<file path="src/wpps_pkg.sv">
// Package for the wheel position PID settle unit: widths, register codes,
// reset values, shared types and the elaboration-time tanh table function.
// No dependencies.
`timescale 1ns / 1ps
`default_nettype none

package wpps_pkg;

    // Field and state widths
    localparam int unsigned POS_W      = 24;
    localparam int unsigned ERR_W      = 25;
    localparam int unsigned DIFF_W     = 26;
    localparam int unsigned INTEG_W    = 40;
    localparam int unsigned CNT_W      = 16;
    localparam int unsigned GAIN_W     = 24;
    localparam int unsigned BAND_W     = 16;
    localparam int unsigned DRIVE_W    = 9;
    localparam int unsigned MAG_W      = 8;
    localparam int unsigned CFG_IDX_W  = 3;
    localparam int unsigned CFG_DATA_W = 24;

    // Default structural sizes
    localparam int unsigned DEF_CHANNELS     = 2;
    localparam int unsigned DEF_TANH_ENTRIES = 256;
    localparam int unsigned QUEUE_DEPTH      = 4;

    // Register reset values
    localparam logic [GAIN_W-1:0] KP_RESET    = 24'd39322;
    localparam logic [GAIN_W-1:0] KI_RESET    = 24'd0;
    localparam logic [GAIN_W-1:0] KD_RESET    = 24'd0;
    localparam logic [BAND_W-1:0] BAND_RESET  = 16'd45;
    localparam logic [CNT_W-1:0]  LIMIT_RESET = 16'd30;

    // Drive mapping constants: |u| range 400 in Q16 is 25 * 2^20
    localparam int unsigned DRIVE_MAX   = 255;
    localparam longint unsigned TERM_CAP = 64'd1 << 50;
    localparam int unsigned U_LIMIT     = 400 << 16;
    localparam int unsigned U_HALF      = 200 << 16;
    localparam int unsigned U_SHIFT     = 20;
    localparam int unsigned U_DIV       = 25;
    localparam int unsigned RECIP_SHIFT = 24;
    localparam int unsigned DIV_RECIP   = ((1 << RECIP_SHIFT) + U_DIV - 1) / U_DIV;
    localparam int unsigned RECIP_W     = 20;

    // Register indexes
    typedef enum logic [CFG_IDX_W-1:0] {
        REG_KP    = 3'd0,
        REG_KI    = 3'd1,
        REG_KD    = 3'd2,
        REG_BAND  = 3'd3,
        REG_LIMIT = 3'd4
    } t_reg_idx;

    // Configuration register set
    typedef struct packed {
        logic [GAIN_W-1:0] kp;
        logic [GAIN_W-1:0] ki;
        logic [GAIN_W-1:0] kd;
        logic [BAND_W-1:0] band;
        logic [CNT_W-1:0]  limit;
    } t_cfg;

    // Classified item passed from front to back
    typedef struct packed {
        logic                    kind;
        logic                    channel;
        logic signed [ERR_W-1:0] err;
        logic                    near;
    } t_work;

    // Shift-subtract divide, used only while building constants
    function automatic logic [63:0] udiv64(logic [63:0] a, logic [63:0] b);
        logic [63:0] q;
        logic [63:0] r;
        q = '0;
        r = '0;
        for (int k = 63; k >= 0; k--) begin
            r = {r[62:0], a[k]};
            if (r >= b) begin
                r    = r - b;
                q[k] = 1'b1;
            end
        end
        return q;
    endfunction

    // Entry i: round(255 * tanh(4 * i / n)) computed in Q30
    function automatic logic [MAG_W-1:0] tanh_entry(int unsigned i, int unsigned n);
        logic [63:0] q_one;
        logic [63:0] x;
        logic [63:0] h;
        logic [63:0] term;
        logic [63:0] d;
        logic [63:0] num;
        logic [63:0] den;
        logic [63:0] mag;
        longint      s;
        q_one = 64'd1 << 30;
        x     = udiv64((64'(i) * 64'd8) << 30, 64'(n));
        h     = x >> 4;
        term  = q_one;
        s     = longint'(q_one);
        for (int k = 1; k <= 16; k++) begin
            term = udiv64((term * h) >> 30, 64'(k));
            if ((k % 2) == 1) s = s - longint'(term);
            else              s = s + longint'(term);
        end
        if (s < 0) s = 0;
        d = 64'(s);
        if (d > q_one) d = q_one;
        for (int k = 0; k < 4; k++) begin
            d = (d * d + (64'd1 << 29)) >> 30;
            if (d > q_one) d = q_one;
        end
        num = 64'd511 * q_one - 64'd509 * d;
        den = 64'd2 * (q_one + d);
        mag = udiv64(num, den);
        if (mag > 64'(DRIVE_MAX)) mag = 64'(DRIVE_MAX);
        return mag[MAG_W-1:0];
    endfunction

endpackage

`default_nettype wire

</file>
<file path="src/wpps_queue.sv">
// Short queue between front and back so each side can stall on its own.
// Holds classified items of type wpps_pkg::t_work.
`timescale 1ns / 1ps
`default_nettype none

module wpps_queue (
    input  logic            i_clk,
    input  logic            i_rst_n,
    input  logic            i_push,
    input  wpps_pkg::t_work i_data,
    output logic            o_full,
    output logic            o_valid,
    input  logic            i_pop,
    output wpps_pkg::t_work o_data
);
    import wpps_pkg::*;

    localparam int unsigned DEPTH = QUEUE_DEPTH;
    localparam int unsigned PTR_W = $clog2(DEPTH);
    localparam int unsigned CNT_Q = $clog2(DEPTH + 1);

    t_work              r_mem [DEPTH];
    logic [PTR_W-1:0]   r_wptr;
    logic [PTR_W-1:0]   r_rptr;
    logic [CNT_Q-1:0]   r_count;
    logic [CNT_Q-1:0]   n_count;

    assign o_full  = (r_count == CNT_Q'(DEPTH));
    assign o_valid = (r_count != '0);
    assign o_data  = r_mem[r_rptr];

    // Track fill level
    always_comb begin
        n_count = r_count;
        if (i_push && !i_pop) n_count = r_count + CNT_Q'(1);
        if (!i_push && i_pop) n_count = r_count - CNT_Q'(1);
    end

    // Advance pointers and count
    always_ff @(posedge i_clk) begin
        if (!i_rst_n) begin
            r_wptr  <= '0;
            r_rptr  <= '0;
            r_count <= '0;
        end else begin
            r_count <= n_count;
            if (i_push) begin
                r_wptr <= (r_wptr == PTR_W'(DEPTH - 1)) ? '0 : r_wptr + PTR_W'(1);
            end
            if (i_pop) begin
                r_rptr <= (r_rptr == PTR_W'(DEPTH - 1)) ? '0 : r_rptr + PTR_W'(1);
            end
        end
    end

    // Store pushed items
    always_ff @(posedge i_clk) begin
        if (i_push) r_mem[r_wptr] <= i_data;
    end

endmodule

`default_nettype wire

</file>
<file path="config.mk">
export PLATFORM = sky130hd
export DESIGN_NAME = wpps_queue
export DESIGN_NICKNAME = d
export VERILOG_FILES = /design/src/wpps_pkg.sv /design/src/wpps_queue.sv
export SDC_FILE = /design/constraint.sdc
export NUM_CORES = 1
export LEC_CHECK = 0
export BUFFER_PORTS_ARGS = -buffer_cell sky130_fd_sc_hd__buf_2
export CAP_MARGIN = 20
export CORE_ASPECT_RATIO = 0.8
export CORE_MARGIN = 5
export CORE_UTILIZATION = 55
export DETAILED_ROUTE_END_ITERATION = 10
export PLACE_DENSITY = 0.77
export SKIP_LAST_GASP = 1
export SYNTH_ARGS = -nofsm -noshare
export SYNTH_HDL_FRONTEND = slang
export SYNTH_SLANG_ARGS = --single-unit
export TNS_END_PERCENT = 50
</file>
<file path="constraint.sdc">
create_clock -name i_clk -period 4.19 [get_ports i_clk]
set_input_delay 0.2095 -clock i_clk [delete_from_list [all_inputs] [get_ports i_clk]]
set_output_delay 0.2095 -clock i_clk [all_outputs]
set_load 0.02 [all_outputs]
</file>
==> Word-level counts from Yosys, hierarchy flattened <==
Memories as Yosys holds them, arrays and structs flattened. A register that Yosys moved wholly into a read port is not among the register bits.
Index checks and enable logic that the tools add are counted.
{ "classes": {"reduce_logical": 6, "muxes": 8, "n_addsub": 4, "eq_ne": 3} }
{ "op_table": {"columns": ["cell", "n"], "rows": [
  ["2-bit 2-to-1 mux", 4],
  ["3-bit 2-to-1 mux", 2],
  ["2-bit by 1-bit adder with 2-bit output (second input constant)", 2],
  ["2-bit equality test (second input constant)", 2],
  ["3-bit by 1-bit adder with 3-bit output (second input constant)", 1],
  ["3-bit equality test (second input constant)", 1],
  ["3-bit nonzero test", 1],
  ["3-bit by 1-bit subtractor with 3-bit output (second input constant)", 1],
  ["1-bit logical AND", 2],
  ["1-bit logical NOT", 2],
  ["1-bit 2-to-1 mux", 2],
  ["2-bit nonzero test", 1]
]} }
{ "totals": {"regBits": 7, "mem_bits_rw": 112, "n_memories": 1, "out_inout_bits": 30} }
{ "mem_list": {"columns": ["memory", "depth", "width", "read_ports", "rd_ports_with_merged_regs", "wr", "line", "text"], "rows": [
  ["r_mem", 4, 28, 1, 1, 1, "wpps_queue.sv:22", "t_work r_mem [DEPTH];"]
]} }

==> Logic depth before layout (Yosys ltp) <==
Gate-level depths: netlist (run 1).
{ "logic_depth": {"word_depth": 4, "mapped_depth": 7} }

==> Worst setup path before layout (run 1) <==
Ideal clock, no wire load.
{ "synth_path": {"path_type": "register to register", "startpoint": "register r_wptr[0]", "endpoint": "memory r_mem[3][0] (netlist name), enable pin", "setup_ns": 0.387, "period_less_slack_ns": 1.640, "arrival_ns": 1.253, "required_ns": 3.803, "path_slack_ns": 2.550, "stages_incl_launch_ff": 3, "cell_sequence": "dfxtp_1 > ha_1 > and2_1"} }
{ "synth_rtl": {"columns": ["element", "line", "text"], "rows": [
  ["start: declaration", "wpps_queue.sv:23", "logic [PTR_W-1:0] r_wptr;"],
  ["start signal: assignment", "wpps_queue.sv:48", "r_wptr <= (r_wptr == PTR_W'(DEPTH - 1)) ? '0 : r_wptr + PTR_W'(1);"],
  ["end: declaration", "wpps_queue.sv:22", null]
]} }
No word-level cell before the write port.

==> results.toml, run 1 <==
[outcome]
status = "completed"

[synth]
ys_seq_area_share_pct = 77.8
synth_nets = 232
syn_area_per_cell_um2 = 23.6
yosysWarnings = 0
synth_area_mm2 = 0.00456
synth_seq_cells = 121
async_reset_ff_share_pct = 0
synth_top_area_share_pct = 73.8
syn-instance-count = 193
synthFlopType = "edfxtp_1"
synth_area_leaders = "edfxtp_1 74%, mux4_2 9.9%, mux4_1 4.6%"
synth_edf_count = 112
ys_types = 23
yosysTopAreaCell = "edfxtp_1"

[critical_path]
cp_data_arrival_time_ns = 2.33
cp_max_fo = 28
critPathLaunchType = "flop"
crit_type = "reg -> out"
reg2reg_from = "r_wptr[0]"
critPathCaptureType = "output pin"
r2r_end = "r_mem[3][0]"
r2r_cells = 2
regToRegSetupSlack_ns = 2.57
cp.required_ns = 3.98

[global_route]
grt_first_pass_wirelength_um = 12800
grt_max_degree = 29
grt_overflow = 0
grt_pass1_vias = 2397
grt_usage_pct = 17.0
antenna_found_initial = 0

[floorplanning]
die_h_um = 91.4
dieArea_mm2 = 0.0102
fp.dieW_um = 112
start_util_pct = 56.8
rows = 29
core_mm2 = 0.00802
io_pins = 62

[detailed_routing]
num_vias = 2215
drc_errors = 0
wl_met3_um = 437
wl_um = 7880
drt_iter0_markers = 135
ant_nets = 0
dr.pass1.iters = 4
wl_met1_um = 3600
met2_length_um = 3780
wire_per_inst_um = 18.8
via_per_inst = 5.27
top_layer_used = "met4"

[cells_and_area]
drive_above_1_share_pct = 36.9
n_antenna_cell = 0
nNetsFinal = 338
final_area_mm2 = 0.00582
area_growth_pct = 27.8
nFillCells = 498

[clock_network]
root_buffer = "clkbuf_8"
clkLatencyLatePin_ns = 0.51
cts_setup_buffers = 0
cts_buffers = 17
clk_transition_reported_paths_ns = 0.05
cts_hold_buffers = 29
htreeDepth = 4
cts_buffer_depth = 2
post_cts_resized = 0
numClockSinks = 121
tritoncts = "yes"

[placed_design]
hpwlAfterDp_um = 4560
gp_congestion = 0.680
io_buffers = 61
placed_cell_area_mm2 = 0.00496

[run]
cap_viol_max_count = 0

[timing]
skew_ns = 0.0101
slew_violations = 0
hold_viol = 0
max_freq_mhz = 394
setup_tns_ns = 0
rsz0062_at_grt = "false"
relSlewSlack_pct = 34.9
setup_violations = 0
timing.final.crit_share_pct = 60.6
worst_pin_slew_ns = 0.977
finalCriticalPeriod_ns = 2.54

[hold_path]
worstHoldStart = "i_push"
whs_endpoint = "r_wptr[1]"
hold-path-cell-count = 3
holdCritPathClass = "in -> reg"

[power_and_ir_drop]
p_leak_nw = 2.07
peakVddDrop_mv = 0.691
power_density_mw_per_mm2 = 523
[synthesized netlist by cell type (2+ instances only)]
cell type	number
edfxtp_1	112
mux4_2	20
dfxtp_1	9
mux4_1	8
and2_1	6
ha_1	6
inv_1	6
nor2b_1	4
buf_2	3
buf_12	2
mux2i_1	2
nor3b_1	2
o21ai_0	2
or3_1	2
[worst max path at each step]
stage	startpoint	to	slack [ns]
after CTS	flop	o_data[18]	1.55
after global placement	flop	o_data[18]	2.13
after detailed placement	flop	o_data[18]	2.12
final	flop	o_data[18]	1.65
after global routing	flop	o_data[18]	1.45
after floorplan	r_wptr[0]	r_mem[3][0]	2.55
[cells by family after synthesis]
family,count (synthesis),synth area share [%]
AO/OA/AOI/OAI,5,0.659
XOR/XNOR,2,0.385
adder cells (fa/ha/maj),7,2.09
buffers and inverters,12,1.95
flip-flops,121,77.8
multiplexers,30,14.9
AND/OR/NAND/NOR,16,2.20
[sequential cells by signal, indices dropped and copies added, names as in the netlist, named ones only]
signal,count
r_count,3
r_mem,112
r_rptr,2
r_wptr,2
[layer usage]
| layer | GRT usage, % | vias up |
|---|---|---|
| met1 | 23.2 | 1116 |
| met3 | 6.64 | 7 |
| met2 | 25.4 | 73 |
| li1 | - | 1019 |
| met4 | 5.47 | 0 |
| met5 | 0 | - |
[area by class of cell]
class	count	area (µm²)	area share, %
tap	108	135	2.32
clock buffer	18	418	7.18
inverter	6	22.5	0.387
sequential	121	3540	60.9
timing repair buffer	93	618	10.6
clock inverter	14	156	2.69
multi-input combinational	60	926	15.9
[where the power goes]
part           leakage, nW  total (mW)  switching [mW]  internal (mW)
Clock                0.273        1.39           0.490          0.895
Combinational        0.695       0.259           0.139          0.120
Sequential            1.10        1.40          0.0271           1.38
Total                 2.07        3.05           0.656           2.39
[layout by cell type, fill, tap and decap left out]
| cell | count |
|---|---|
| edfxtp_1 | 112 |
| xor2_1 | 1 |
| xnor2_1 | 1 |
| nor2b_1 | 4 |
| fa_1 | 1 |
| clkbuf_1 | 1 |
| a21boi_0 | 1 |
| clkinvlp_4 | 3 |
| and2_1 | 4 |
| clkinv_4 | 2 |
| mux4_2 | 20 |
| buf_4 | 3 |
| clkbuf_8 | 1 |
| nor3b_1 | 2 |
| or3_1 | 2 |
| bufinv_16 | 3 |
| clkinv_1 | 3 |
| and3_1 | 1 |
| inv_1 | 6 |
| buf_2 | 61 |
| dfxtp_1 | 8 |
| clkbuf_16 | 16 |
| nand2_1 | 1 |
| dfxtp_2 | 1 |
| mux2i_1 | 2 |
| and2_2 | 2 |
| ha_1 | 6 |
| a21oi_1 | 1 |
| dlygate4sd3_1 | 29 |
| mux4_1 | 8 |
| o21ai_0 | 2 |
| o21a_1 | 1 |
| clkinv_2 | 3 |
[through the flow]
stage / util, % / power (mW) / hold slack (ns) / cells / worst slack, ns
after floorplan: - / 1.58 / 0.308 / 193 / 2.55
after global placement: 61.8 / 1.66 / 0.421 / 359 / 2.13
after detailed placement: 61.8 / 1.67 / 0.431 / 359 / 2.12
after CTS: 72.6 / 3.08 / 0.0447 / 420 / 1.55
after global routing: 72.6 / 3.16 / 0.0849 / 420 / 1.45
final: 72.6 / 3.05 / 0.0613 / 420 / 1.65
[worst max-delay path, stage by stage (launching register included)]
cell,delay (ns)
dfxtp_2,0.97
mux4_1,0.67
buf_2,0.18
Note: power is estimated with default switching activity, not from simulation.
==> inputs of run 2 (changes only) <==
==> constraint.sdc (replaced) <==
create_clock -name i_clk -period 2.6 [get_ports i_clk]
set_input_delay 0.13 -clock i_clk [delete_from_list [all_inputs] [get_ports i_clk]]
set_output_delay 0.13 -clock i_clk [all_outputs]
set_load 0.02 [all_outputs]
==> run 2 against run 1 <==
Against the previous run: routed wire length is 3.7% higher; sequential share of layout area is 0.13 points higher; die area stayed put; clock-buffer cell count is 4 higher; cell count is 0.48% higher; clock power is 47% higher; hold slack worse by 0.039 ns; via count is 2.0% higher; sequential power is 61% higher; first-iteration DRC count is 20% lower; global-route usage is 0.50 points higher.
==> results.toml, run 2 (same netlist as run 1, synthesis figures left out) <==
[critical_path]
critPathLaunchType = "flop"
r2r_end = "r_mem[3][3]"
crit_type = "reg -> out"
critPathCaptureType = "output pin"
regToRegSetupSlack_ns = 0.94
cp.required_ns = 2.47
r2r_cells = 2
cp_max_fo = 18
reg2reg_from = "r_wptr[0]"
cp_data_arrival_time_ns = 2.07

[floorplanning]
fp.dieW_um = 112
core_mm2 = 0.00802
die_h_um = 91.4
rows = 29
start_util_pct = 56.8
dieArea_mm2 = 0.0102
io_pins = 62

[global_route]
grtUsageMet1_pct = 22.0
grt_overflow = 0
antenna_found_initial = 0
grt_util_met3_pct = 7.51
grt_usage_pct = 17.5
grt_first_pass_wirelength_um = 13000
grt_max_degree = 29
grt_busiest_layer = "met2"
grt_pass1_vias = 2471
use_met2_pct = 27.3

[clock_network]
cts_buffer_depth = 2
cts_setup_buffers = 0
cts_hold_buffers = 30
cts_buffers = 17
clkLatencyLatePin_ns = 0.52
clk_transition_reported_paths_ns = 0.05
htreeDepth = 4
post_cts_resized = 0
numClockSinks = 121
tritoncts = "yes"
root_buffer = "clkbuf_8"

[timing]
setup_violations = 0
hold_viol = 0
skew_ns = 0.00717
rsz0062_at_grt = "false"
slew_violations = 0
finalCriticalPeriod_ns = 2.20
worst_pin_slew_ns = 0.796
relSlewSlack_pct = 46.9
timing.final.crit_share_pct = 84.8
max_freq_mhz = 454
setup_tns_ns = 0

[hold_path]
holdCritPathClass = "in -> reg"
hold-path-cell-count = 3
worstHoldStart = "i_pop"

[detailed_routing]
wl_um = 8170
via_per_inst = 5.36
wire_per_inst_um = 19.4
drc_errors = 0
ant_nets = 0
drt_iter0_markers = 108
dr.pass1.iters = 4
num_vias = 2260

[cells_and_area]
largest-register = "r_mem"
layout_common_cells = "112 x edfxtp_1, 61 x buf_2, 30 x dlygate4sd3_1"
drive_above_1_share_pct = 36.9
largest_reg_flops = 112
n_antenna_cell = 0
layout.cells.most_common = "edfxtp_1"
area_growth_pct = 27.5
biggestRegsByFlops = "r_mem (112), r_count (3)"
nNetsFinal = 340

[placed_design]
hpwlAfterDp_um = 4570
io_buffers = 61
gp_congestion = 0.705

[power_and_ir_drop]
peakVddDrop_mv = 0.593
p_leak_nw = 2.07
power_mw = 4.74
power_density_mw_per_mm2 = 817

[outcome]
status = "completed"

[run]
cap_viol_max_count = 0
-- run 2: final cells by class --
| type | instances | area (µm²) |
|---|---|---|
| timing repair buffer | 95 | 648 |
| inverter | 6 | 22.5 |
| clock inverter | 10 | 78.8 |
| clock buffer | 22 | 453 |
| tap | 108 | 135 |
| sequential | 121 | 3540 |
| fill | 488 | 2210 |
| multi-input combinational | 60 | 926 |
-- run 2: worst max-delay path: stages, from the launching register on --
cell,delay (ns)
dfxtp_1,0.64
buf_4,0.36
mux4_2,0.37
buf_2,0.18
-- run 2: stage by stage --
stage | hold slack [ns] | utilization (%) | cell area, µm² | setup slack, ns | instances
global route | 0.0205 | 72.4 | 5810 | 0.246 | 422
finish | 0.0228 | 72.4 | 5810 | 0.396 | 422
detailed placement | 0.346 | 62.1 | 4980 | 0.905 | 360
global placement | 0.342 | 62.1 | 4980 | 0.918 | 360
floorplan | 0.229 | - | 4560 | 0.960 | 193
CTS | 0.00331 | 72.4 | 5810 | 0.353 | 422
-- run 2: worst max-delay path by stage --
stage / cells after the start / start / slack, ns / endpoint
2_1_floorplan: 2 / r_wptr[0] / 0.96 / r_mem[3][0]
3_3_place_gp: 3 / flop / 0.92 / o_data[18]
3_5_place_dp: 3 / flop / 0.91 / o_data[18]
4_1_cts: 3 / flop / 0.35 / o_data[1]
5_1_grt: 3 / flop / 0.25 / o_data[18]
6_report: 3 / flop / 0.40 / o_data[1]
-- run 2: per-layer routing --
metal	vias up	routed length (µm)
met5	-	0
met4	0	93
met3	11	477
met2	67	4080
met1	1150	3510
li1	1032	-
-- run 2: power by group --
part	internal, mW	total (mW)	switching, mW
Sequential	2.22	2.25	0.0348
Clock	1.30	2.05	0.755
Combinational	0.200	0.438	0.239
Total	3.72	4.74	1.03
==> inputs of run 3 (changes only) <==
==> constraint.sdc (replaced) <==
create_clock -name i_clk -period 2.14 [get_ports i_clk]
set_input_delay 0.107 -clock i_clk [delete_from_list [all_inputs] [get_ports i_clk]]
set_output_delay 0.107 -clock i_clk [all_outputs]
set_load 0.02 [all_outputs]
==> run 3 against run 2 <==
Against the previous run: sequential share of layout area decreased by 1.2 points; utilization increased by 1.5 points; global-route usage decreased by 0.42 points; routed wire length decreased by 0.77%; flip-flop and latch count unchanged; critical path depth unchanged; cell count increased by 0.95%; sequential power increased by 21%; register-to-register slack got worse by 0.42 ns; non-clock buffer count increased by 4; die area unchanged.
==> results.toml, run 3 (same netlist as run 1, synthesis figures left out) <==
[global_route]
grt_overflow = 0
grt_usage_pct = 17.0
grt_max_degree = 29
antenna_found_initial = 0
grt_pass1_vias = 2402
grt_first_pass_wirelength_um = 12900

[critical_path]
regToRegSetupSlack_ns = 0.52
cp_data_arrival_time_ns = 1.88
reg2reg_from = "r_wptr[0]"
cp_max_fo = 16
critPathCaptureType = "output pin"
r2r_end = "r_mem[2][5]"
crit_type = "reg -> out"
critPathLaunchType = "flop"
worstSetupEndpoint = "o_data[27]"
cp.required_ns = 2.03
r2r_cells = 3

[timing]
finalCriticalPeriod_ns = 1.99
worst_pin_slew_ns = 0.777
max_freq_mhz = 503
slew_violations = 0
skew_ns = 0.00712
hold_viol = 0
setup_ws_ns = 0.151
setup_violations = 0
setup_tns_ns = 0
timing.final.crit_share_pct = 93.0
rsz0062_at_grt = "false"
relSlewSlack_pct = 48.2

[clock_network]
root_buffer = "clkbuf_8"
cts_buffers = 17
cts_setup_buffers = 0
numClockSinks = 121
tritoncts = "yes"
cts_buffer_depth = 2
clk_transition_reported_paths_ns = 0.06
htreeDepth = 4
clkLatencyLatePin_ns = 0.51

[cells_and_area]
drive_above_1_share_pct = 38.7
area_growth_pct = 30.1
layout_common_cells = "112 x edfxtp_1, 61 x buf_2, 31 x dlygate4sd3_1"
final_area_mm2 = 0.00593
fin_util_pct = 73.9
largest_reg_flops = 112
nNetsFinal = 344
largest-register = "r_mem"
layout.cells.most_common = "edfxtp_1"
n_antenna_cell = 0
biggestRegsByFlops = "r_mem (112), r_count (3)"
final_cell_count_no_fill = 426

[placed_design]
gp_congestion = 0.684
pre_cts_slack_ns = 0.506
hpwlAfterDp_um = 4780
placed_cell_area_mm2 = 0.00504
io_buffers = 61
dp.cells = 363

[detailed_routing]
wire_per_inst_um = 19.0
wl_um = 8100
via_per_inst = 5.25
num_vias = 2235
drt_iter0_markers = 114
drc_errors = 0
ant_nets = 0
dr.pass1.iters = 4

[power_and_ir_drop]
peakVddDrop_mv = 0.596
power_density_mw_per_mm2 = 1010
p_leak_nw = 2.13

[hold_path]
worstHoldStart = "i_data[20]"
holdCritPathClass = "in -> reg"
hold-path-cell-count = 2

[floorplanning]
fp.dieW_um = 112
die_h_um = 91.4
start_util_pct = 56.8
io_pins = 62
rows = 29
dieArea_mm2 = 0.0102
core_mm2 = 0.00802

[run]
cap_viol_max_count = 0

[outcome]
status = "completed"
-- run 3: changes by cell type in the layout (fill, tap and decap cells not counted), moves of 2 or more --
| cell | change |
|---|---|
| inv_6 | +7 |
| clkinv_2 | -4 |
| buf_12 | +3 |
| clkbuf_1 | -3 |
| clkinv_4 | +3 |
| clkbuf_8 | -2 |
-- run 3: final cells by class --
class                   instances  area (µm²)
flip-flops and latches        121        3550
clock inverters                15         165
well taps                     108         135
repair buffers                 99         718
fillers                       478        2090
clock buffers                  17         414
multi-input cells              60         926
inverters                       6        22.5
-- run 3: repair_timing --
item / CTS / global route
hold buffers: 31 / 0
endpoints found under the hold margin: 121 / 0
endpoints found under the setup margin: 0 / 12
resized for setup: 0 / 1
-- run 3: critical path, stage by stage (launching register included) --
cell     delay [ns]
dfxtp_4        0.41
buf_12         0.19
mux4_1         0.58
buf_2          0.18
-- run 3: per-stage QoR --
| step | total power [mW] | hold WS [ns] |
|---|---|---|
| 6_report | 6.01 | 0.345 |
| 5_1_grt | 6.24 | 0.340 |
| 4_1_cts | 6.08 | 0.307 |
| 3_5_place_dp | 3.29 | 0.322 |
| 3_3_place_gp | 3.28 | 0.321 |
| 2_1_floorplan | 3.10 | 0.206 |
-- run 3: worst min path at each step --
stage	end	slack (ns)
floorplan	r_mem[0][0]	0.21
global placement	r_mem[1][16]	0.32
detailed placement	r_mem[1][25]	0.32
CTS	r_mem[1][25]	0.31
global route	r_mem[2][3]	0.34
finish	r_mem[2][20]	0.34
-- run 3: routing by layer --
layer  routed length [µm]  global-route usage (%)  vias up
met1                 3480                    21.1     1135
met5                    0                       0        -
met3                  418                    6.78        6
met4                   54                    6.08        0
met2                 4150                    27.5       57
li1                     -                       -     1037
-- run 3: power by group --
group / internal [mW] / switching [mW]
logic: 0.257 / 0.294
registers: 2.69 / 0.0395
clock network: 1.68 / 1.05
total: 4.63 / 1.38
