$ cat src/wpps_pkg.sv
// Package for the wheel position PID settle unit: widths, register codes,
// reset values, shared types and the elaboration-time tanh table function.
// No dependencies.
`timescale 1ns / 1ps
`default_nettype none

package wpps_pkg;

    // Field and state widths
    localparam int unsigned POS_W      = 24;
    localparam int unsigned ERR_W      = 25;
    localparam int unsigned DIFF_W     = 26;
    localparam int unsigned INTEG_W    = 40;
    localparam int unsigned CNT_W      = 16;
    localparam int unsigned GAIN_W     = 24;
    localparam int unsigned BAND_W     = 16;
    localparam int unsigned DRIVE_W    = 9;
    localparam int unsigned MAG_W      = 8;
    localparam int unsigned CFG_IDX_W  = 3;
    localparam int unsigned CFG_DATA_W = 24;

    // Default structural sizes
    localparam int unsigned DEF_CHANNELS     = 2;
    localparam int unsigned DEF_TANH_ENTRIES = 256;
    localparam int unsigned QUEUE_DEPTH      = 4;

    // Register reset values
    localparam logic [GAIN_W-1:0] KP_RESET    = 24'd39322;
    localparam logic [GAIN_W-1:0] KI_RESET    = 24'd0;
    localparam logic [GAIN_W-1:0] KD_RESET    = 24'd0;
    localparam logic [BAND_W-1:0] BAND_RESET  = 16'd45;
    localparam logic [CNT_W-1:0]  LIMIT_RESET = 16'd30;

    // Drive mapping constants: |u| range 400 in Q16 is 25 * 2^20
    localparam int unsigned DRIVE_MAX   = 255;
    localparam longint unsigned TERM_CAP = 64'd1 << 50;
    localparam int unsigned U_LIMIT     = 400 << 16;
    localparam int unsigned U_HALF      = 200 << 16;
    localparam int unsigned U_SHIFT     = 20;
    localparam int unsigned U_DIV       = 25;
    localparam int unsigned RECIP_SHIFT = 24;
    localparam int unsigned DIV_RECIP   = ((1 << RECIP_SHIFT) + U_DIV - 1) / U_DIV;
    localparam int unsigned RECIP_W     = 20;

    // Register indexes
    typedef enum logic [CFG_IDX_W-1:0] {
        REG_KP    = 3'd0,
        REG_KI    = 3'd1,
        REG_KD    = 3'd2,
        REG_BAND  = 3'd3,
        REG_LIMIT = 3'd4
    } t_reg_idx;

    // Configuration register set
    typedef struct packed {
        logic [GAIN_W-1:0] kp;
        logic [GAIN_W-1:0] ki;
        logic [GAIN_W-1:0] kd;
        logic [BAND_W-1:0] band;
        logic [CNT_W-1:0]  limit;
    } t_cfg;

    // Classified item passed from front to back
    typedef struct packed {
        logic                    kind;
        logic                    channel;
        logic signed [ERR_W-1:0] err;
        logic                    near;
    } t_work;

    // Shift-subtract divide, used only while building constants
    function automatic logic [63:0] udiv64(logic [63:0] a, logic [63:0] b);
        logic [63:0] q;
        logic [63:0] r;
        q = '0;
        r = '0;
        for (int k = 63; k >= 0; k--) begin
            r = {r[62:0], a[k]};
            if (r >= b) begin
                r    = r - b;
                q[k] = 1'b1;
            end
        end
        return q;
    endfunction

    // Entry i: round(255 * tanh(4 * i / n)) computed in Q30
    function automatic logic [MAG_W-1:0] tanh_entry(int unsigned i, int unsigned n);
        logic [63:0] q_one;
        logic [63:0] x;
        logic [63:0] h;
        logic [63:0] term;
        logic [63:0] d;
        logic [63:0] num;
        logic [63:0] den;
        logic [63:0] mag;
        longint      s;
        q_one = 64'd1 << 30;
        x     = udiv64((64'(i) * 64'd8) << 30, 64'(n));
        h     = x >> 4;
        term  = q_one;
        s     = longint'(q_one);
        for (int k = 1; k <= 16; k++) begin
            term = udiv64((term * h) >> 30, 64'(k));
            if ((k % 2) == 1) s = s - longint'(term);
            else              s = s + longint'(term);
        end
        if (s < 0) s = 0;
        d = 64'(s);
        if (d > q_one) d = q_one;
        for (int k = 0; k < 4; k++) begin
            d = (d * d + (64'd1 << 29)) >> 30;
            if (d > q_one) d = q_one;
        end
        num = 64'd511 * q_one - 64'd509 * d;
        den = 64'd2 * (q_one + d);
        mag = udiv64(num, den);
        if (mag > 64'(DRIVE_MAX)) mag = 64'(DRIVE_MAX);
        return mag[MAG_W-1:0];
    endfunction

endpackage

`default_nettype wire

$ cat src/wpps_in_if.sv
// Input channel of the wheel position PID settle unit: valid/ready plus the
// step item payload. Depends on wpps_pkg for field widths.
`timescale 1ns / 1ps
`default_nettype none

interface wpps_in_if;
    logic                                 valid;
    logic                                 ready;
    logic                                 kind;
    logic                                 channel;
    logic signed [wpps_pkg::POS_W-1:0]    target;
    logic signed [wpps_pkg::POS_W-1:0]    measured_position;

    modport source (output valid, kind, channel, target, measured_position, input ready);
    modport sink   (input valid, kind, channel, target, measured_position, output ready);
endinterface

`default_nettype wire

$ cat src/wpps_front.sv
// Front end: takes step items, forms the channel error and the near-goal
// flag, and pushes the classified item into the queue. Uses wpps_pkg.
`timescale 1ns / 1ps
`default_nettype none

module wpps_front (
    wpps_in_if.sink                    i_in,
    input  logic [wpps_pkg::BAND_W-1:0] i_band,
    input  logic                        i_q_full,
    output logic                        o_push,
    output wpps_pkg::t_work             o_work
);
    import wpps_pkg::*;

    logic signed [ERR_W-1:0] w_diff;
    logic signed [ERR_W-1:0] w_err;
    logic        [ERR_W-1:0] w_abs;

    // Accept whenever the queue has room
    assign i_in.ready = !i_q_full;
    assign o_push     = i_in.valid && !i_q_full;

    // Error is target minus measured, negated on the right wheel
    assign w_diff = {i_in.target[POS_W-1], i_in.target}
                  - {i_in.measured_position[POS_W-1], i_in.measured_position};
    assign w_err  = i_in.channel ? -w_diff : w_diff;
    assign w_abs  = w_err[ERR_W-1] ? (~w_err + ERR_W'(1)) : w_err;

    // Pack the classified item
    always_comb begin
        o_work.kind    = i_in.kind;
        o_work.channel = i_in.channel;
        o_work.err     = w_err;
        o_work.near    = w_abs < ERR_W'(i_band);
    end

endmodule

`default_nettype wire

$ cat src/flat_wrapper.sv
// flat-port wrapper written by rule: the top's interface ports become plain ports
module wpps_front_flat import wpps_pkg::*;
  (i_band, i_q_full, o_push, o_work, i_in_valid, i_in_kind, i_in_channel, i_in_target, i_in_measured_position, i_in_ready);
  wpps_in_if i_in_i ();
  input  logic [wpps_pkg::BAND_W-1:0] i_band;
  input  logic i_q_full;
  output logic o_push;
  output wpps_pkg::t_work o_work;
  input wire logic [$bits(i_in_i.valid)-1:0] i_in_valid;
  input wire logic [$bits(i_in_i.kind)-1:0] i_in_kind;
  input wire logic [$bits(i_in_i.channel)-1:0] i_in_channel;
  input wire logic [$bits(i_in_i.target)-1:0] i_in_target;
  input wire logic [$bits(i_in_i.measured_position)-1:0] i_in_measured_position;
  output wire logic [$bits(i_in_i.ready)-1:0] i_in_ready;
  assign i_in_i.valid = i_in_valid;
  assign i_in_i.kind = i_in_kind;
  assign i_in_i.channel = i_in_channel;
  assign i_in_i.target = i_in_target;
  assign i_in_i.measured_position = i_in_measured_position;
  assign i_in_ready = i_in_i.ready;
  wpps_front u_core (.i_in(i_in_i), .i_band(i_band), .i_q_full(i_q_full), .o_push(o_push), .o_work(o_work));
endmodule
$ cat config.mk
export PLATFORM = sky130hd
export DESIGN_NAME = wpps_front_flat
export DESIGN_NICKNAME = d
export VERILOG_FILES = /design/src/wpps_pkg.sv /design/src/wpps_in_if.sv /design/src/wpps_front.sv /design/src/flat_wrapper.sv
export SDC_FILE = /design/constraint.sdc
export NUM_CORES = 1
export LEC_CHECK = 0
export ABC_AREA = 1
export BUFFER_PORTS_ARGS = -buffer_cell sky130_fd_sc_hd__buf_2
export CAP_MARGIN = 10
export CORE_ASPECT_RATIO = 1.5
export CORE_MARGIN = 5
export CORE_UTILIZATION = 51
export DETAILED_ROUTE_END_ITERATION = 6
export PLACE_DENSITY = 0.86
export SLEW_MARGIN = 25
export SYNTH_ARGS = -nofsm -noshare
export SYNTH_HDL_FRONTEND = slang
export SYNTH_SLANG_ARGS = --single-unit
$ cat constraint.sdc
create_clock -name vclk -period 5.7
set_input_delay 0.285 -clock vclk [all_inputs]
set_output_delay 0.285 -clock vclk [all_outputs]
set_load 0.05 [all_outputs]
* Word level (Yosys, flattened, before mapping)
Cells that the tools add are included.
** Word-level totals
- Register bits :: 0
- Latch bits :: 0
- Memory bits (writable) :: 0
- Memory bits (read-only) :: 0
- Input bits :: 68
- Output and inout port bits :: 30
- Memories :: 0
** Operators by class
- Add/sub/neg operators :: 3
- Multipliers :: 0
- Div/mod/pow operators :: 0
- Order comparisons :: 1
- Equal/unequal tests :: 0
- Shift operators :: 0
- Muxes and demuxes :: 2
- Bitwise operators :: 1
- Reductions and logical operators :: 2
** Operators by type and width (number)
- 25-bit 2-to-1 mux :: 2
- 25-bit by 2-bit adder with 25-bit output (second input constant) :: 1
- 25-bit by 16-bit < comparator with 1-bit output :: 1
- 25-bit negator :: 1
- 25-bit inverter :: 1
- 24-bit by 24-bit subtractor with 25-bit output :: 1
- 1-bit logical AND :: 1
- 1-bit zero test :: 1

* Logic depth before layout (Yosys ltp)
Gate-level depths: netlist of run 1.
- Word-level depth :: 7
- Gate-level depth with buffers :: 39
- Depth with buffers taken out :: 38

* Worst setup path before layout of run 1
Ideal clock, no wire load.
- Kind :: input port to output port
- Start point :: in i_in_target[0]
- End point :: out o_work[0] (netlist bit)
- Arrival time :: 5074 ps
- Data required time :: 5415 ps
- Slack :: 341 ps
- Stages on the path :: 28
- Path buffers :: 0
- Path through :: inv_1 ha_1 inv_1 fa_1 inv_1 o21ai_0 inv_1 ha_1 inv_1 nor2_1 nand3_1 nor2_1 nand2_1 nand2_1 xor2_1 inv_1 ha_1 a21oi_1 o21ai_0 a21oi_1 nor2_1 o21ai_0 inv_1 o21ai_0 o21ai_0 nand3_1 nand3_1 nor2_1
** RTL lines
- start: declaration :: RTL line flat_wrapper.sv:12 : input wire logic [$bits(i_in_i.target)-1:0] i_in_target;
- end: declaration :: RTL line flat_wrapper.sv:8 : output wpps_pkg::t_work o_work;

==> qor.csv, run 1 <==
stage;metric;value;unit
drt;drcViolationCount;0;
floorplan;die_x;82.3;um
final_layout;drive_above_1_share;20.6;%
worst_setup_path;startpoint;i_in_measured_position[0];
floorplan;die_h;119;um
sta;fmax;198;MHz
worst_setup_path;end_kind;output port;
status;status;finished, final reports clean;
synth;synth_seq_area_share;0;%
drt;drt_iter0_drc;203;
sta;hold_viol;0;
final_layout;antenna_cells;0;
grt;gr-total-overflow;0;
hold_path;min-delay-path-class;primary input to output port;
grt;grt_start_max_net_pins;47;
drt;final_antenna_net_count;0;
synth;synthCells;799;
sta;finalCritPeriodShare;88.5;%
flow_run;drv_cap;0;
grt;grt.total_usage;20.8;%
worst_setup_path;start_kind;primary input;
floorplan;core_area;7660;sq um
sta;rsz0062_at_grt;no;
power_and_ir_drop;leakage;2.94;nW
drt;routed_wl;9800;um
power_and_ir_drop;combPwrFrac;100.0;%
worst_setup_path;arrival;4760;ps
grt;grt_pass1_wl;17600;um
clock_tree;holdBufCountCts;0;
power_and_ir_drop;cell_internal_pwr;0.227;mW
grt;antenna_found_initial;0;
drt;first_pass_iters;5;
drt;wl_per_cell;9.91;um
power_and_ir_drop;swShare;68.7;%
power_and_ir_drop;switching_power;0.498;mW
placement;port_buffers;96;
worst_setup_path;endpoint;o_work[0];
sta;final-setup-viol-count;0;
final_layout;nFlopsAndLatches;0;
synth;syn_avg_cell_area;5.01;sq um
sta;worst_pin_slew;726;ps
final_layout;nNetsFinal;999;
worst_setup_path;worst-setup-path-type;primary input to output port;
worst_setup_path;cp_slowest_cell;fa_1;
final_layout;fill_cells;825;
power_and_ir_drop;powerDensity;159;nW/um^2
final_layout;clkbuf_count;0;
power_and_ir_drop;power_frac_seq;0;%
power_and_ir_drop;ir_drop;0.0000795;V
worst_setup_path;crit_buf_inv;8;
worst_setup_path;cp.required;5410;ps
final_layout;ff_latch_area;0;sq um
synth;synth_nets;909;
synth;syn_area;4000;sq um
placement;gp_congestion;0.975;
final_layout;final_common_cell;nand2_1;
sta;slew_viol_final;0;
synth;yosysWarnings;0;
synth;synthDistinctLibCells;35;
grt;grt_pass1_vias;4579;
sta;period_minus_slack;5050;ps
floorplan;die_area;9760;sq um
floorplan;rows;39;
placement;hpwl;8820;um
power_and_ir_drop;clkPwrFrac;0;%
final_layout;syn2layout_area_growth;14.3;%
worst_setup_path;cp.depth;37;
drt;vias_per_cell;4.94;
floorplan;start_util;52.2;%
floorplan;ioPinCount;98;
placement;pre_cts_slack;454;ps
sta;setup_slack;653;ps
worst_setup_path;critPathMostFrequentCell;inv_1;
sta;slew_headroom;51.6;%
worst_setup_path;critPathMaxStageDelay;410;ps
final_layout;layout_common_cells;nand2_1, inv_1, buf_2;
worst_setup_path;cp_max_fo;4;
worst_setup_path;crit_family;simple AND/OR/NAND/NOR gates;
clock_tree;post-cts-setup-buffer-count;0;
drt;num_vias;4884;
sta;final.setup.tns;0;ps
==> what timing repair did <==
| item | 4_1_cts | 5_1_grt |
|---|---|---|
| gates resized for setup | 0 | 4 |
| hold endpoints to repair | 0 | 0 |
| endpoints found under the setup margin | 0 | 1 |
==> Yosys cell counts, drive strengths merged <==
master	number	area [sq um]
a21o	1	7.51
o311a	1	10.0
nand4	16	100
clkbuf	2	7.51
a22oi	1	7.51
xor2	14	130
nand2	309	1270
nor2	75	329
xnor2	1	8.76
nand3	96	553
o21bai	2	15.0
clkinv	1	3.75
ha	41	513
fa	1	20.0
nand3b	3	22.5
nor3	11	71.3
o21ai	15	75.1
a31oi	1	6.26
buf	8	55.1
a21oi	30	161
inv	170	638
==> worst min path at each step <==
stage / cells past startpoint / slack (ps) / from / endpoint
6_report: 0 / 570 / i_in_kind / o_work[27]
5_1_grt: 0 / 570 / i_in_kind / o_work[27]
4_1_cts: 0 / 570 / i_in_kind / o_work[27]
3_5_place_dp: 0 / 570 / i_in_kind / o_work[27]
3_3_place_gp: 0 / 570 / i_in_kind / o_work[27]
2_1_floorplan: 1 / 740 / i_in_channel / o_work[26]
==> routing by layer <==
layer  track usage, %  up-vias  share of wire (%)  wire length (um)
li1                 -     2651                  -                 -
met1             23.8     2103                 42              4090
met2             40.5      112                 52              5140
met3            0.381       18                4.1               398
met4             4.89        0                1.7               171
met5                0        -                  0                 0
==> kinds of logic after synthesis <==
kind of cell	share of synthesized area, %
simple gates	58.6
xor+xnor	3.47
compound gates	7.06
fa+ha+maj	13.3
buf+inv	17.6
==> power by group through the flow <==
stage | Clock, mW | Combinational, mW | Sequential [mW]
after global placement | 0 | 0.713 | 0
after detailed placement | 0 | 0.726 | 0
after floorplan | 0 | 0.585 | 0
final | 0 | 0.725 | 0
after CTS | 0 | 0.728 | 0
after global routing | 0 | 0.826 | 0
==> stage by stage <==
| step | util, % | power [mW] | instances | hold WS (ps) | cell area, sq um |
|---|---|---|---|---|---|
| finish | 59.7 | 0.725 | 989 | 570 | 4570 |
| global route | 59.7 | 0.826 | 989 | 570 | 4570 |
| CTS | 59.6 | 0.728 | 989 | 571 | 4560 |
| detailed placement | 59.6 | 0.726 | 989 | 571 | 4560 |
| global placement | 59.6 | 0.713 | 989 | 571 | 4560 |
| floorplan | - | 0.585 | 799 | 737 | 4000 |
==> area by class of cell <==
| class | count | area [sq um] | area share (%) |
|---|---|---|---|
| multi-input combinational | 618 | 3300 | 72.2 |
| timing repair buffer | 98 | 502 | 11.0 |
| tap | 102 | 128 | 2.79 |
| inverter | 171 | 642 | 14.0 |
(Power assumes the default switching activity.)
==> run 2, diff against run 1 <==
--- a/config.mk
+++ b/config.mk
@@ -13,6 +13,7 @@
 export CORE_UTILIZATION = 51
 export DETAILED_ROUTE_END_ITERATION = 6
 export PLACE_DENSITY = 0.86
+export REMOVE_ABC_BUFFERS = 1
 export SLEW_MARGIN = 25
 export SYNTH_ARGS = -nofsm -noshare
 export SYNTH_HDL_FRONTEND = slang
==> qor.csv, run 2 (synthesis results as in run 1) <==
stage;metric;value;unit;change
sta;setup_slack;599;ps;-54.8 ps
grt;antenna_found_initial;0;;unchanged
grt;met2_usage;40.6;%;+0.10 points
worst_setup_path;start_kind;primary input;;
sta;final.setup.tns;0;ps;unchanged
placement;pre_cts_slack;349;ps;-105 ps
floorplan;die_h;119;um;unchanged
sta;final-setup-viol-count;0;;unchanged
placement;gp_congestion;0.955;;-2.0%
final_layout;drive_above_1_share;20.6;%;unchanged
grt;grt_start_max_net_pins;47;;unchanged
drt;num_vias;4878;;-0.12%
floorplan;rows;39;;unchanged
sta;slew_viol_final;0;;unchanged
floorplan;die_area;9760;sq um;unchanged
final_layout;nFlopsAndLatches;0;;unchanged
drt;vias_per_cell;4.93;;-0.12%
worst_setup_path;worst-setup-path-type;primary input to output port;;
worst_setup_path;end_kind;output port;;
power_and_ir_drop;finalPower;0.728;mW;+0.36%
final_layout;syn2layout_area_growth;14.3;%;unchanged
grt;grt_pass1_wl;17400;um;-1.1%
power_and_ir_drop;powerDensity;159;nW/um^2;+0.36%
sta;fmax;196;MHz;-1.1%
grt;grt_pass1_vias;4469;;-2.4%
sta;slew_headroom;52.0;%;+0.46 points
sta;hold_viol;0;;unchanged
hold_path;min-delay-path-class;primary input to output port;;
clock_tree;post-cts-setup-buffer-count;0;;unchanged
sta;finalCritPeriodShare;89.5;%;+0.96 points
clock_tree;cts_resized;0;;unchanged
grt;gr-total-overflow;0;;unchanged
worst_setup_path;cp.required;5410;ps;about the same
power_and_ir_drop;leakage;2.94;nW;about the same
floorplan;core_area;7660;sq um;unchanged
worst_setup_path;critPathMostFrequentCell;inv_1;;
worst_setup_path;cp_max_fo;4;;unchanged
grt;grt.total_usage;20.5;%;-0.24 points
drt;drt_iter0_drc;213;;+4.9%
drt;wl_per_cell;9.92;um;about the same
worst_setup_path;critPathMaxStageDelay;410;ps;about the same
final_layout;finalInstanceArea;4570;sq um;unchanged
drt;first_pass_iters;5;;unchanged
final_layout;clkbuf_count;0;;unchanged
sta;holdWs;570;ps;+0.0920 ps
sta;worst_pin_slew;719;ps;-6.92 ps
sta;rsz0062_at_grt;no;;
final_layout;layout_common_cells;nand2_1, inv_1, buf_2;;
final_layout;antenna_cells;0;;unchanged
status;status;finished, final reports clean;;
floorplan;start_util;52.2;%;unchanged
worst_setup_path;startpoint;i_in_measured_position[0];;
floorplan;die_x;82.3;um;unchanged
clock_tree;holdBufCountCts;0;;unchanged
final_layout;final_common_cell;nand2_1;;
final_layout;fill_cells;840;;+1.8%
grt;grt-busiest-layer;met2;;
final_layout;nNetsFinal;999;;unchanged
final_layout;ff_latch_area;0;sq um;unchanged
sta;period_minus_slack;5100;ps;+54.8 ps
grt;grt_use_met1;23.5;%;-0.32 points
worst_setup_path;cp_slowest_cell;fa_1;;
placement;post-place-cells;989;;unchanged
drt;drcViolationCount;0;;unchanged
hold_path;hp-start;i_in_kind;;
final_layout;fin_util;59.7;%;unchanged
drt;final_antenna_net_count;0;;unchanged
final_layout;layout.cells.non_filler;989;;unchanged
drt;routed_wl;9810;um;about the same
placement;placed_area;4560;sq um;unchanged
grt;grt_use_met3;0.609;%;+0.23 points
floorplan;ioPinCount;98;;unchanged
flow_run;drv_cap;0;;unchanged
power_and_ir_drop;ir_drop;0.0000719;V;-9.6%
placement;hpwl;8800;um;-0.23%
worst_setup_path;arrival;4820;ps;+60 ps
placement;port_buffers;96;;unchanged
-- run 2: cell counts in the layout (fill, tap and decap cells not counted) --
Identical to the previous run, type by type.
-- run 2: final cells by class --
class | instances | area [sq um] | area share (%)
Inverter | 171 | 642 | 14.0
Multi-Input combinational cell | 618 | 3300 | 72.2
Tap cell | 102 | 128 | 2.79
Timing Repair Buffer | 98 | 502 | 11.0
-- run 2: per-layer routing --
layer / up-vias / part of all wire, %
met3: 16 / 4.0
met1: 2122 / 41
li1: 2649 / -
met5: - / 0
met4: 0 / 1.5
met2: 91 / 53
-- run 2: where the power goes --
group / internal [mW] / switching (mW)
sequential: 0 / 0
combinational: 0.228 / 0.500
clock: 0 / 0
total: 0.228 / 0.500
-- run 2: worst paths after layout --
check / to / slack, ps / depth (start not counted)
max: o_work[0] / 600 / 37
min: o_work[27] / 570 / 0
-- run 2: worst max-delay path: cells and delay by family --
family / cells / cell delay, ps
simple gates: 15 / 1450
compound gates: 9 / 1140
fa+ha+maj: 4 / 1070
buf+inv: 8 / 730
xor+xnor: 1 / 120
==> run 3, diff against run 2 <==
--- a/config.mk
+++ b/config.mk
@@ -8,7 +8,7 @@
 export ABC_AREA = 1
 export BUFFER_PORTS_ARGS = -buffer_cell sky130_fd_sc_hd__buf_2
 export CAP_MARGIN = 10
-export CORE_ASPECT_RATIO = 1.5
+export CORE_ASPECT_RATIO = 1.75
 export CORE_MARGIN = 5
 export CORE_UTILIZATION = 51
 export DETAILED_ROUTE_END_ITERATION = 6
==> qor.csv, run 3 (synthesis results as in run 1) <==
stage;metric;value;unit;change
sta;final-setup-viol-count;0;;unchanged
floorplan;ioPinCount;98;;unchanged
drt;vias_per_cell;5.02;;+1.8%
power_and_ir_drop;ir_drop;0.0000725;V;+0.84%
power_and_ir_drop;powerDensity;159;nW/um^2;about the same
clock_tree;post-cts-setup-buffer-count;0;;unchanged
worst_setup_path;critPathMaxStageDelay;410;ps;about the same
grt;grt.total_usage;20.0;%;-0.57 points
final_layout;clkbuf_count;0;;unchanged
sta;holdWs;570;ps;unchanged
drt;final_antenna_net_count;0;;unchanged
power_and_ir_drop;cell_internal_pwr;0.227;mW;-0.62%
grt;grt_pass1_wl;17700;um;+1.4%
hold_path;min-delay-path-class;primary input to output port;;
worst_setup_path;arrival;4890;ps;+70 ps
placement;hpwl;8930;um;+1.5%
worst_setup_path;cp_slowest_cell;fa_1;;
worst_setup_path;startpoint;i_in_measured_position[0];;
power_and_ir_drop;power_frac_seq;0;%;unchanged
worst_setup_path;worst-setup-path-type;primary input to output port;;
sta;slew_headroom;51.2;%;-0.82 points
final_layout;syn2layout_area_growth;13.7;%;
drt;routed_wl;9910;um;+1.0%
sta;slew_viol_final;0;;unchanged
sta;final.setup.tns;0;ps;unchanged
status;status;finished, final reports clean;;
floorplan;start_util;52.5;%;+0.28 points
final_layout;nFlopsAndLatches;0;;unchanged
drt;wl_per_cell;10.2;um;+2.5%
grt;gr-total-overflow;0;;unchanged
final_layout;drive_above_1_share;20.5;%;-0.11 points
floorplan;rows;42;;+7.7%
final_layout;fill_cells;803;;-4.4%
final_layout;nNetsFinal;999;;unchanged
sta;fmax;193;MHz;-1.4%
power_and_ir_drop;switching_power;0.497;mW;-0.49%
sta;finalCritPeriodShare;90.8;%;+1.3 points
sta;hold_viol;0;;unchanged
worst_setup_path;endpoint;o_work[0];;
placement;port_buffers;96;;unchanged
floorplan;die_area;9790;sq um;+0.33%
final_layout;ff_latch_area;0;sq um;unchanged
power_and_ir_drop;finalPower;0.724;mW;-0.53%
floorplan;die_x;77.0;um;-6.5%
sta;rsz0062_at_grt;no;;
worst_setup_path;cp.required;5410;ps;about the same
clock_tree;holdBufCountCts;0;;unchanged
grt;grt_pass1_vias;4590;;+2.7%
drt;num_vias;4896;;+0.37%
floorplan;die_h;127;um;+7.3%
power_and_ir_drop;combPwrFrac;100.0;%;about the same
flow_run;drv_cap;0;;unchanged
floorplan;core_area;7620;sq um;-0.54%
drt;first_pass_iters;4;;-1
grt;antenna_found_initial;0;;unchanged
placement;gp_congestion;0.941;;-1.4%
power_and_ir_drop;leakage;2.94;nW;about the same
final_layout;layout_common_cells;nand2_1, inv_1, buf_2;;
power_and_ir_drop;swShare;68.7;%;about the same
power_and_ir_drop;clkPwrFrac;0;%;unchanged
worst_setup_path;critPathMostFrequentCell;inv_1;;
sta;worst_pin_slew;732;ps;+12.3 ps
drt;drcViolationCount;0;;unchanged
drt;drt_iter0_drc;208;;-2.3%
final_layout;antenna_cells;0;;unchanged
clock_tree;cts_resized;0;;unchanged
final_layout;final_common_cell;nand2_1;;
worst_setup_path;cp_max_fo;4;;unchanged
worst_setup_path;start_kind;primary input;;
sta;period_minus_slack;5180;ps;+74.1 ps
grt;grt_start_max_net_pins;47;;unchanged
worst_setup_path;end_kind;output port;;
-- run 3: cell count changes in the layout (fill, tap and decap cells not counted) --
cell | previous run | this run
nand3_1 | 82 | 83
o21ai_1 | 2 | 0
o21ai_0 | 13 | 15
nand3_2 | 13 | 12
-- run 3: layout make-up --
type	count	area (sq um)	area share [%]
multi-input cells	618	3300	72.5
repair buffers	98	502	11.0
well taps	88	110	2.42
inverters	171	642	14.1
-- run 3: worst min-delay path by stage --
| stage | start | endpoint | slack, ps | cells after the start |
|---|---|---|---|---|
| 3_3_place_gp | i_in_kind | o_work[27] | 570 | 0 |
| 6_report | i_in_kind | o_work[27] | 570 | 0 |
| 4_1_cts | i_in_kind | o_work[27] | 570 | 0 |
| 3_5_place_dp | i_in_kind | o_work[27] | 570 | 0 |
| 2_1_floorplan | i_in_channel | o_work[26] | 570 | 0 |
| 5_1_grt | i_in_kind | o_work[27] | 570 | 0 |
-- run 3: per-layer routing --
layer	share of wire, %	GRT usage [%]	vias to the layer above
met1	39	21.1	2103
met4	3.3	7.31	0
met2	54	40.1	106
met5	0	0	-
met3	4.1	1.13	33
li1	-	-	2654
-- run 3: stage by stage --
step | utilization [%] | instance area (sq um) | cells | worst slack (ps)
after floorplan | - | 3940 | 789 | 210
after global placement | 59.7 | 4550 | 975 | 486
after detailed placement | 59.7 | 4550 | 975 | 403
after CTS | 59.7 | 4550 | 975 | 372
after global routing | 59.7 | 4550 | 975 | 43.3
final | 59.7 | 4550 | 975 | 525
-- run 3: critical path: cells and delay by family --
kind	cells	cell delay (ps)
adder cells (fa/ha/maj)	4	1060
buffers and inverters	8	760
AO/OA/AOI/OAI	9	1160
AND/OR/NAND/NOR	15	1490
XOR/XNOR	1	120
-- run 3: power groups by stage --
| stage | Combinational, mW | Sequential [mW] | Clock, mW |
|---|---|---|---|
| after floorplan | 0.572 | 0 | 0 |
| after global placement | 0.714 | 0 | 0 |
| after detailed placement | 0.726 | 0 | 0 |
| after CTS | 0.728 | 0 | 0 |
| after global routing | 0.824 | 0 | 0 |
| final | 0.724 | 0 | 0 |
